[src/hw/rtl/sha256bc_pkg.sv]
// ----------------------------------------------------------------------------
// sha256bc_pkg
// Shared types, constants and round functions for the SHA-256 block
// compression engine.
// ----------------------------------------------------------------------------
package sha256bc_pkg;

	localparam int WordW  = 32;
	localparam int NumH   = 8;
	localparam int WinLen = 16;
	localparam int Rounds = 64;
	localparam int RndW   = $clog2(Rounds);
	localparam int PosW   = $clog2(WinLen);
	localparam int CfgIdxW = $clog2(NumH);

	typedef logic [WordW-1:0] word_t;
	// Eight-word vector; index 0 is a (or H0), index 7 is h (or H7).
	typedef logic [NumH-1:0][WordW-1:0] vars_t;

	// Schedule window control from the sequencer.
	typedef struct packed {
		logic load;  // shift in one message word
		logic step;  // shift in the next expanded schedule word
	} sched_ctl_t;

	localparam vars_t STD_INIT = {
		32'h5be0cd19, 32'h1f83d9ab, 32'h9b05688c, 32'h510e527f,
		32'ha54ff53a, 32'h3c6ef372, 32'hbb67ae85, 32'h6a09e667
	};

	localparam word_t ROUND_K [Rounds] = '{
		32'h428A2F98, 32'h71374491, 32'hB5C0FBCF, 32'hE9B5DBA5,
		32'h3956C25B, 32'h59F111F1, 32'h923F82A4, 32'hAB1C5ED5,
		32'hD807AA98, 32'h12835B01, 32'h243185BE, 32'h550C7DC3,
		32'h72BE5D74, 32'h80DEB1FE, 32'h9BDC06A7, 32'hC19BF174,
		32'hE49B69C1, 32'hEFBE4786, 32'h0FC19DC6, 32'h240CA1CC,
		32'h2DE92C6F, 32'h4A7484AA, 32'h5CB0A9DC, 32'h76F988DA,
		32'h983E5152, 32'hA831C66D, 32'hB00327C8, 32'hBF597FC7,
		32'hC6E00BF3, 32'hD5A79147, 32'h06CA6351, 32'h14292967,
		32'h27B70A85, 32'h2E1B2138, 32'h4D2C6DFC, 32'h53380D13,
		32'h650A7354, 32'h766A0ABB, 32'h81C2C92E, 32'h92722C85,
		32'hA2BFE8A1, 32'hA81A664B, 32'hC24B8B70, 32'hC76C51A3,
		32'hD192E819, 32'hD6990624, 32'hF40E3585, 32'h106AA070,
		32'h19A4C116, 32'h1E376C08, 32'h2748774C, 32'h34B0BCB5,
		32'h391C0CB3, 32'h4ED8AA4A, 32'h5B9CCA4F, 32'h682E6FF3,
		32'h748F82EE, 32'h78A5636F, 32'h84C87814, 32'h8CC70208,
		32'h90BEFFFA, 32'hA4506CEB, 32'hBEF9A3F7, 32'hC67178F2
	};

	function automatic word_t big_sigma0(input word_t x);
		return {x[1:0], x[31:2]} ^ {x[12:0], x[31:13]} ^ {x[21:0], x[31:22]};
	endfunction

	function automatic word_t big_sigma1(input word_t x);
		return {x[5:0], x[31:6]} ^ {x[10:0], x[31:11]} ^ {x[24:0], x[31:25]};
	endfunction

	function automatic word_t small_sigma0(input word_t x);
		return {x[6:0], x[31:7]} ^ {x[17:0], x[31:18]} ^ {3'b000, x[31:3]};
	endfunction

	function automatic word_t small_sigma1(input word_t x);
		return {x[16:0], x[31:17]} ^ {x[18:0], x[31:19]} ^ {10'b0, x[31:10]};
	endfunction

endpackage

[src/hw/rtl/sha256_block_compression.sv]
// ----------------------------------------------------------------------------
// sha256_block_compression
// SHA-256 compression engine fed one 32-bit message word per request.
// ----------------------------------------------------------------------------
// A word that does not complete a block is taken without holding off the input; a
//   word that completes a block holds the input while the 64 rounds run on the
//   shared round unit and the working variables then fold into H.
// An end-of-message request also loads the digest register once it is free.
// No new word is taken while the rounds, the fold or a digest load are in progress.
// Reset: init and chaining registers take the standard initial values, no
//   digest is pending; the schedule window is not cleared.
// ----------------------------------------------------------------------------
module sha256_block_compression import sha256bc_pkg::*; (
	input  logic               clk,
	input  logic               arst_n,
	// configuration write port
	input  logic               cfg_write,
	input  logic [CfgIdxW-1:0] cfg_index,
	input  word_t              cfg_data,
	// input requests
	input  logic               in_valid,
	output logic               in_stall,
	input  word_t              message_word,
	input  logic               start_of_message,
	input  logic               end_of_message,
	// digest requests
	output logic               out_valid,
	input  logic               out_stall,
	output word_t              digest_word_0,
	output word_t              digest_word_1,
	output word_t              digest_word_2,
	output word_t              digest_word_3,
	output word_t              digest_word_4,
	output word_t              digest_word_5,
	output word_t              digest_word_6,
	output word_t              digest_word_7
);

	typedef enum logic [1:0] {
		ST_IDLE,
		ST_ROUND,
		ST_FINISH,
		ST_EMIT
	} state_t;

	state_t            state_q;
	logic [RndW-1:0]   rnd_q;
	logic [PosW-1:0]   pos_q;
	logic              end_q;
	logic              out_valid_q;
	vars_t             cfg_q;   // initial chaining words
	vars_t             h_q;     // chaining value
	vars_t             v_q;     // working variables a..h
	vars_t             dig_q;   // digest output register
	vars_t             v_next;
	word_t             wr;
	sched_ctl_t        sched_ctl;

	logic              in_accept;
	logic [PosW-1:0]   pos_eff;
	logic              blk_done;

	assign in_stall  = (state_q != ST_IDLE);
	assign in_accept = in_valid && !in_stall;

	// A start request restarts the block count before the word lands.
	assign pos_eff  = start_of_message ? '0 : pos_q;
	assign blk_done = (pos_eff == PosW'(WinLen - 1));

	assign sched_ctl.load = in_accept;
	assign sched_ctl.step = (state_q == ST_ROUND);

	sha256bc_sched u_sched (
		.clk     (clk),
		.ctl     (sched_ctl),
		.word_in (message_word),
		.wr      (wr)
	);

	sha256bc_round u_round (
		.v      (v_q),
		.wr     (wr),
		.kr     (ROUND_K[rnd_q]),
		.v_next (v_next)
	);

	// Working variables are payload: load at block start, advance per round.
	always_ff @(posedge clk) begin
		if (in_accept && blk_done) begin
			v_q <= start_of_message ? cfg_q : h_q;
		end else if (state_q == ST_ROUND) begin
			v_q <= v_next;
		end
	end

	always_ff @(posedge clk or negedge arst_n) begin
		if (!arst_n) begin
			state_q     <= ST_IDLE;
			rnd_q       <= '0;
			pos_q       <= '0;
			end_q       <= 1'b0;
			out_valid_q <= 1'b0;
			cfg_q       <= STD_INIT;
			h_q         <= STD_INIT;
		end else begin
			if (cfg_write) begin
				cfg_q[cfg_index] <= cfg_data;
			end
			// drop the digest once the sink takes it
			if (out_valid_q && !out_stall) begin
				out_valid_q <= 1'b0;
			end
			case (state_q)
				ST_IDLE: begin
					if (in_accept) begin
						if (start_of_message) begin
							h_q <= cfg_q;
						end
						end_q <= end_of_message;
						if (blk_done || end_of_message) begin
							pos_q <= '0;
						end else begin
							pos_q <= pos_eff + 1'b1;
						end
						if (blk_done) begin
							rnd_q   <= '0;
							state_q <= ST_ROUND;
						end else if (end_of_message) begin
							state_q <= ST_EMIT;
						end
					end
				end
				ST_ROUND: begin
					rnd_q <= rnd_q + 1'b1;
					if (rnd_q == RndW'(Rounds - 1)) begin
						state_q <= ST_FINISH;
					end
				end
				ST_FINISH: begin
					// fold the working variables into the chaining value
					for (int i = 0; i < NumH; i++) begin
						h_q[i] <= h_q[i] + v_q[i];
					end
					state_q <= end_q ? ST_EMIT : ST_IDLE;
				end
				ST_EMIT: begin
					// hold until the digest register is free
					if (!out_valid_q || !out_stall) begin
						out_valid_q <= 1'b1;
						state_q     <= ST_IDLE;
					end
				end
				default: begin
					state_q <= ST_IDLE;
				end
			endcase
		end
	end

	// Digest register is payload; load it as the emit completes.
	always_ff @(posedge clk) begin
		if (state_q == ST_EMIT && (!out_valid_q || !out_stall)) begin
			dig_q <= h_q;
		end
	end

	assign out_valid     = out_valid_q;
	assign digest_word_0 = dig_q[0];
	assign digest_word_1 = dig_q[1];
	assign digest_word_2 = dig_q[2];
	assign digest_word_3 = dig_q[3];
	assign digest_word_4 = dig_q[4];
	assign digest_word_5 = dig_q[5];
	assign digest_word_6 = dig_q[6];
	assign digest_word_7 = dig_q[7];

	// A word that completes a block starts the rounds at round zero.
	a_blk_start: assert property (@(posedge clk) disable iff (!arst_n)
		in_accept && blk_done |=> state_q == ST_ROUND && rnd_q == '0)
		else $error("block completion did not start rounds");

	// The last round always hands over to the fold step.
	a_round_end: assert property (@(posedge clk) disable iff (!arst_n)
		state_q == ST_ROUND && rnd_q == RndW'(Rounds - 1) |=> state_q == ST_FINISH)
		else $error("round sequence did not end in fold");

	// A digest only appears from the emit step.
	a_emit_src: assert property (@(posedge clk) disable iff (!arst_n)
		$rose(out_valid_q) |-> $past(state_q == ST_EMIT))
		else $error("digest valid raised outside emit");

	// Input is held off for the whole compression.
	a_busy_stall: assert property (@(posedge clk) disable iff (!arst_n)
		state_q == ST_ROUND || state_q == ST_FINISH |-> in_stall)
		else $error("input taken during compression");

endmodule

[src/hw/rtl/sha256bc_sched.sv]
// ----------------------------------------------------------------------------
// sha256bc_sched
// Sixteen-word message schedule window; fills from the input and expands
// one schedule word per round.
// ----------------------------------------------------------------------------
module sha256bc_sched import sha256bc_pkg::*; (
	input  logic       clk,
	input  sched_ctl_t ctl,
	input  word_t      word_in,
	output word_t      wr
);

	// win_q[0] holds the word used in the current round.
	word_t win_q [WinLen];
	word_t w_next;

	assign wr = win_q[0];
	assign w_next = small_sigma1(win_q[14]) + win_q[9] + small_sigma0(win_q[1]) + win_q[0];

	always_ff @(posedge clk) begin
		if (ctl.load || ctl.step) begin
			for (int i = 0; i < WinLen - 1; i++) begin
				win_q[i] <= win_q[i+1];
			end
			win_q[WinLen-1] <= ctl.load ? word_in : w_next;
		end
	end

endmodule

[src/hw/rtl/sha256bc_round.sv]
// ----------------------------------------------------------------------------
// sha256bc_round
// One SHA-256 round: working variables in, updated working variables out.
// ----------------------------------------------------------------------------
module sha256bc_round import sha256bc_pkg::*; (
	input  vars_t v,
	input  word_t wr,
	input  word_t kr,
	output vars_t v_next
);

	word_t t1;
	word_t t2;
	word_t ch;
	word_t maj;

	assign ch  = (v[4] & v[5]) ^ (~v[4] & v[6]);
	assign maj = (v[0] & v[1]) ^ (v[0] & v[2]) ^ (v[1] & v[2]);
	assign t1  = v[7] + big_sigma1(v[4]) + ch + kr + wr;
	assign t2  = big_sigma0(v[0]) + maj;

	always_comb begin
		v_next[0] = t1 + t2;
		v_next[1] = v[0];
		v_next[2] = v[1];
		v_next[3] = v[2];
		v_next[4] = v[3] + t1;
		v_next[5] = v[4];
		v_next[6] = v[5];
		v_next[7] = v[6];
	end

endmodule

[config.mk]
export PLATFORM = sky130hd
export DESIGN_NAME = sha256_block_compression
export DESIGN_NICKNAME = d
export VERILOG_FILES = /design/src/hw/rtl/sha256bc_pkg.sv /design/src/hw/rtl/sha256_block_compression.sv /design/src/hw/rtl/sha256bc_sched.sv /design/src/hw/rtl/sha256bc_round.sv
export SDC_FILE = /design/constraint.sdc
export NUM_CORES = 2
export LEC_CHECK = 0
export BUFFER_PORTS_ARGS = -buffer_cell sky130_fd_sc_hd__buf_2
export CAP_MARGIN = 20
export CORE_ASPECT_RATIO = 0.8
export CORE_MARGIN = 8
export CORE_UTILIZATION = 50
export DETAILED_ROUTE_END_ITERATION = 6
export PLACE_DENSITY = 0.74
export SETUP_SLACK_MARGIN = 0.1
export SLEW_MARGIN = 20
export SYNTH_ARGS = -nofsm -noshare
export SYNTH_HDL_FRONTEND = slang
export SYNTH_HIERARCHICAL = 1
export SYNTH_SLANG_ARGS = --single-unit
[constraint.sdc]
create_clock -name clk -period 14.3 [get_ports clk]
set_input_delay 2.86 -clock clk [delete_from_list [all_inputs] [get_ports clk]]
set_output_delay 2.86 -clock clk [all_outputs]
set_load 0.02 [all_outputs]
== Yosys cells after proc, flatten, opt, wreduce, memory -nomap -nowiden ==
Memories as Yosys holds them, arrays and structs flattened.
Cells that the tools add are included.

* Register bits after elaboration: 1038
* Latch bits: 0
* RAM bits: 512
* ROM bits: 2048
* Input bits: 74
* Memories kept: 2

* Add/subtract/negate cells: 20
* Multipliers: 0
* Div/mod/pow operators: 0
* Magnitude comparators: 3
* Equal/unequal tests: 10
* Shift-type cells: 0
* Muxes and demuxes: 28
* Bitwise operators: 18
* Reductions and logical operators: 20

{| class="wikitable"
|+ Memory list
! memory !! words !! width !! read ports !! clocked after Yosys merged registers in !! write ports !! line !! RTL
|-
| (no name shown) || 64 || 32 || 1 || 0 || 0 || sha256_block_compression.sv:83 || <nowiki>.kr (ROUND_K[rnd_q]),</nowiki>
|-
| u_sched.win_q || 16 || 32 || 16 || 0 || 16 || sha256bc_sched.sv:14 || <nowiki>word_t win_q [WinLen];</nowiki>
|}

{| class="wikitable"
|+ Operators by type and width
! operator !! number
|-
| 256-bit 2-to-1 mux || 4
|-
| 32-bit adder || 18
|-
| 256-bit case mux with 2 select lines || 1
|-
| 32-bit XOR || 9
|-
| 256-bit bitwise mux || 1
|-
| 32-bit bitwise AND || 5
|-
| 32-bit 2-to-1 mux || 4
|-
| 32-bit demux with 3-bit select || 1
|-
| 32-bit inverter || 1
|-
| 32-bit by 22-bit XOR with 32-bit output || 1
|-
| 32-bit by 29-bit XOR with 32-bit output || 1
|-
| 2-bit 2-to-1 mux || 6
|-
| 6-bit 2-to-1 mux || 2
|-
| 6-bit case mux with 2 select lines || 1
|-
| 4-bit 2-to-1 mux || 2
|-
| 2-bit inequality test (second input constant) || 4
|-
| 2-bit case mux with 4 select lines || 1
|-
| 2-bit nonzero test || 4
|-
| 7-bit greater-or-equal comparator (second input constant) || 1
|-
| 6-bit inverter with 7-bit output || 1
|-
| 6-bit by 1-bit adder with 6-bit output (second input constant) || 1
|-
| 6-bit equality test (second input constant) || 1
|-
| 1-bit logical AND || 5
|-
| 1-bit 2-to-1 mux || 5
|-
| other kinds (13) || 19
|}

== Depth between registers and ports, before layout ==
* Word-level depth: 9
* Mapped depth: 37
* Depth with buffers taken out: 37

== Hierarchy ==
The synthesis kept the hierarchy.

{| class="wikitable"
|+ By module, submodules not included
! module !! instances !! cells each !! area each (µm²) !! seq. area each (µm²)
|-
| sha256_block_compression || 1 || 5369 || 56913.3 || 28877.7
|-
| sha256bc_sched || 1 || 1119 || 20231.9 || 15374.7
|-
| sha256bc_round || 1 || 1349 || 11033.1 || 0.0
|}

== Least setup slack after synthesis ==
OpenSTA, ideal clock, no wires.

* Path kind: input-to-reg
* Start: in start_of_message
* End: reg rnd_q[5]
* Setup time: 0.078 ns
* Arrival: 17.631 ns
* Required time: 14.222 ns
* Slack: -3.409 ns
* Stages: 10
* Path buffers: 3
* Cells stage by stage: clkbuf_1 clkbuf_1 clkbuf_1 nor2b_1 ha_1 nand4b_1 o21ai_1 nand3_1 or3_1 a21oi_1

* Cells in the longest elaborated chain, start to end: 4

{| class="wikitable"
|+ RTL lines
! element !! line !! RTL
|-
| start: declaration || sha256_block_compression.sv:24 || <nowiki>input logic start_of_message,</nowiki>
|-
| 4-bit 2-to-1 mux || sha256_block_compression.sv:67 || <nowiki>assign pos_eff = start_of_message ? '0 : pos_q;</nowiki>
|-
| 4-bit equality test || sha256_block_compression.sv:68 || <nowiki>assign blk_done = (pos_eff == PosW'(WinLen - 1));</nowiki>
|-
| 2-bit inequality test (no line) || - ||
|-
| 3-bit AND reduction (no line) || - ||
|-
| end signal: assignment || sha256_block_compression.sv:134 || <nowiki>rnd_q <= rnd_q + 1'b1;</nowiki>
|-
| end: declaration || sha256_block_compression.sv:47 || <nowiki>logic [RndW-1:0] rnd_q;</nowiki>
|}

Every way passes these cells.
A chain may end at the register's enable or synchronous reset.

==> impl_metrics.yaml <==
worst_setup_path:
  crit_start: "rnd_q[0]"
  critical_path.slowest_cell: "ha_1"
  critPathKind: "reg2reg"
  r2r-start: "rnd_q[0]"
  setup.worst_path.end_class: "flop"
  r2r-end: "v_q[29]"
  cp_slowest_stage_delay_ns: 0.89
  cp_top_family: "compound AO/OA/AOI/OAI gates"
  path_max_fanout: 28
  r2r_cells: 37
  required_ns: 14.83
  worstSetupEndpoint: "v_q[29]"
  cp_data_arrival_time_ns: 10.52
  cp.depth: 37
  r2r_slack_ns: 4.31
  start_kind: "flop"
  path_buf_inv: 7
timing:
  final-max-slew-violation-count: 0
  max_freq_ghz: 0.100
  grt_setup_unrepaired: "false"
  setup_tns_ns: 0
  fin_skew_ns: 0.0776
  finalCritPeriodShare_pct: 69.9
  hold_violations: 0
  period_needed_ns: 9.99
  slew_headroom_pct: 24.2
  setup_viol: 0
  worst_pin_slew_ns: 1.14
floorplan:
  rows: 138
  coreArea_sq_mm: 0.176
  initial_core_util_pct: 50.1
  die_area_sq_mm: 0.190
  chipWidth_um: 486
  ios: 332
  fp.dieH_um: 392
clocking:
  clockRootBuffer: "clkbuf_16"
  numCtsBuffers: 158
  cts_tree: "built"
  cts_setup_buffers: 0
  clk_pin_slew_ns: 0.06
  ctsHoldBuffers: 0
  cts_buffer_depth: 3
  htree_levels: 4
  clock_sinks: 1550
  post_cts_resized: 0
  insertion_delay_ns: 0.85
finish:
  n_fill_cell: 14900
  syn_to_final_growth_pct: 9.17
  nets: 8507
  drive_above_1_share_pct: 16.2
  fin_util_pct: 54.7
  finalNonFillerCells: 10300
routing:
  drc_errors: 0
  first_pass_iters: 6
  wl_per_cell_um: 29.9
  num_vias: 65000
  viasPerCell: 6.29
  drt_iter0_markers: 8563
  ant_nets: 0
  wirelength_um: 308000
placement:
  place_hpwl_um: 223000
  port_buffers: 331
  dp.cells: 9995
  gp_congestion: 1.01
synthesis:
  synth_common_cells: "edfxtp_1, a21oi_1, nand2_1"
  synth-edff-count: 1024
  ys_async_sr_fraction_pct: 33.9
  synth_warnings: 6
  yosysUniqueCellTypes: 103
  netlist_area_sq_mm: 0.0882
  syn_inst: 7837
  synth_top_cell_by_area: "edfxtp_1"
  synth_ff_type: "edfxtp_1"
  synth_area_leaders: "edfxtp_1, dfstp_2, dfrtp_1"
  ys_ff_latch: 1550
  synth_top_area_share_pct: 34.9
  syn-num-nets: 8498
  synth.yosys.seq_area_share_pct: 50.2
  synth.avg_cell_area_sq_um: 11.3
  yosysMostFrequentCell: "edfxtp_1"
global_routing:
  grt_pass1_vias: 60700
  grt_usage_pct: 31.3
  grt_max_degree: 196
  antenna_found_initial: 33
  gr-total-overflow: 0
  grt_first_pass_wirelength_um: 437000
worst_hold_path:
  hp-start: "u_sched/win_q[3][43]"
  worstHoldPathType: "reg2reg"
job:
  drv_cap: 0
outcome:
  status: "finished clean"
==> cell type report <==
type                    instances  area [sq um]  share of cell area, %
multi-input cells            5362         39700                   41.2
inverters                     367          1380                   1.43
flip-flops and latches       1550         44300                   46.0
well taps                    2310          2890                   3.00
repair buffers                407          2420                   2.51
clock buffers                 199          4230                   4.39
clock inverters                98          1310                   1.36
diodes                         37          92.6                 0.0962
==> cells in the final DEF (no fill, tap or decap), types with 22 or more instances in the layout <==
cell | synthesis | final
edfxtp_1 | 1024 | 1024
a21oi_1 | 646 | 645
nand2_1 | 633 | 632
nor2_1 | 586 | 583
ha_1 | 392 | 392
xnor2_1 | 382 | 382
o21ai_0 | 366 | 366
inv_1 | 364 | 363
buf_2 | 1 | 329
mux2i_1 | 310 | 310
mux2_2 | 272 | 272
dfstp_2 | 272 | 272
dfrtp_1 | 254 | 251
fa_1 | 195 | 195
a21o_1 | 194 | 194
xor2_1 | 184 | 184
a31oi_1 | 174 | 174
clkbuf_16 | 0 | 159
a22oi_1 | 84 | 84
nand3_1 | 77 | 77
nor3_1 | 77 | 75
a211oi_1 | 73 | 73
buf_4 | 224 | 63
nor2b_1 | 58 | 58
o21a_1 | 57 | 57
nand2b_1 | 56 | 55
o21bai_1 | 51 | 51
and3_1 | 47 | 46
diode_2 | 0 | 37
o31ai_1 | 33 | 33
clkbuf_1 | 301 | 30
o211ai_1 | 29 | 29
nand4_1 | 27 | 27
or3_1 | 27 | 27
clkinv_1 | 2 | 23
clkinv_2 | 0 | 22
==> registers in the layout (all words and copies together) (netlist names), 4 cells and up <==
name,count
digest_word_3,32
digest_word_4,32
cfg_q,256
v_q,256
h_q,256
digest_word_1,32
digest_word_7,32
digest_word_2,32
digest_word_5,32
digest_word_0,32
u_sched/win_q,512
digest_word_6,32
rnd_q,6
pos_q,4
==> routing by layer <==
layer,wire (um),GRT usage (%)
met5,98,0
met4,12800,12.0
met3,38900,9.92
met2,125000,43.1
met1,132000,46.0
==> per-stage QoR <==
step / cell area, sq um / worst slack [ns] / hold WS [ns]
final: 96300 / 4.31 / 0.411
after global routing: 96200 / 3.81 / 0.407
after CTS: 96100 / 4.48 / 0.409
after detailed placement: 90600 / 4.49 / 0.405
after global placement: 90600 / 4.51 / 0.400
after floorplan: 88200 / 1.95 / 0.400
==> how the worst min path moves through the flow <==
stage	cells after the start	to
6_report	0	u_sched/win_q[3][11]
3_3_place_gp	0	u_sched/win_q[4][62]
3_5_place_dp	0	u_sched/win_q[1][1]
4_1_cts	0	u_sched/win_q[1][45]
5_1_grt	0	u_sched/win_q[2][12]
2_1_floorplan	0	u_sched/win_q[0][32]
==> logic make-up after synthesis <==
group | Yosys count | share of synthesized area [%]
AO/OA/AOI/OAI | 1945 | 13.8
flip-flops | 1550 | 50.2
XOR/XNOR | 567 | 5.65
adder cells (fa/ha/maj) | 590 | 10.0
multiplexers | 587 | 7.11
AND/OR/NAND/NOR | 1673 | 8.30
buffers and inverters | 925 | 4.91
Power is left out: the tool's default activity adds up to more than one toggle a clock period on the data nets, which glitch-free logic cannot reach.
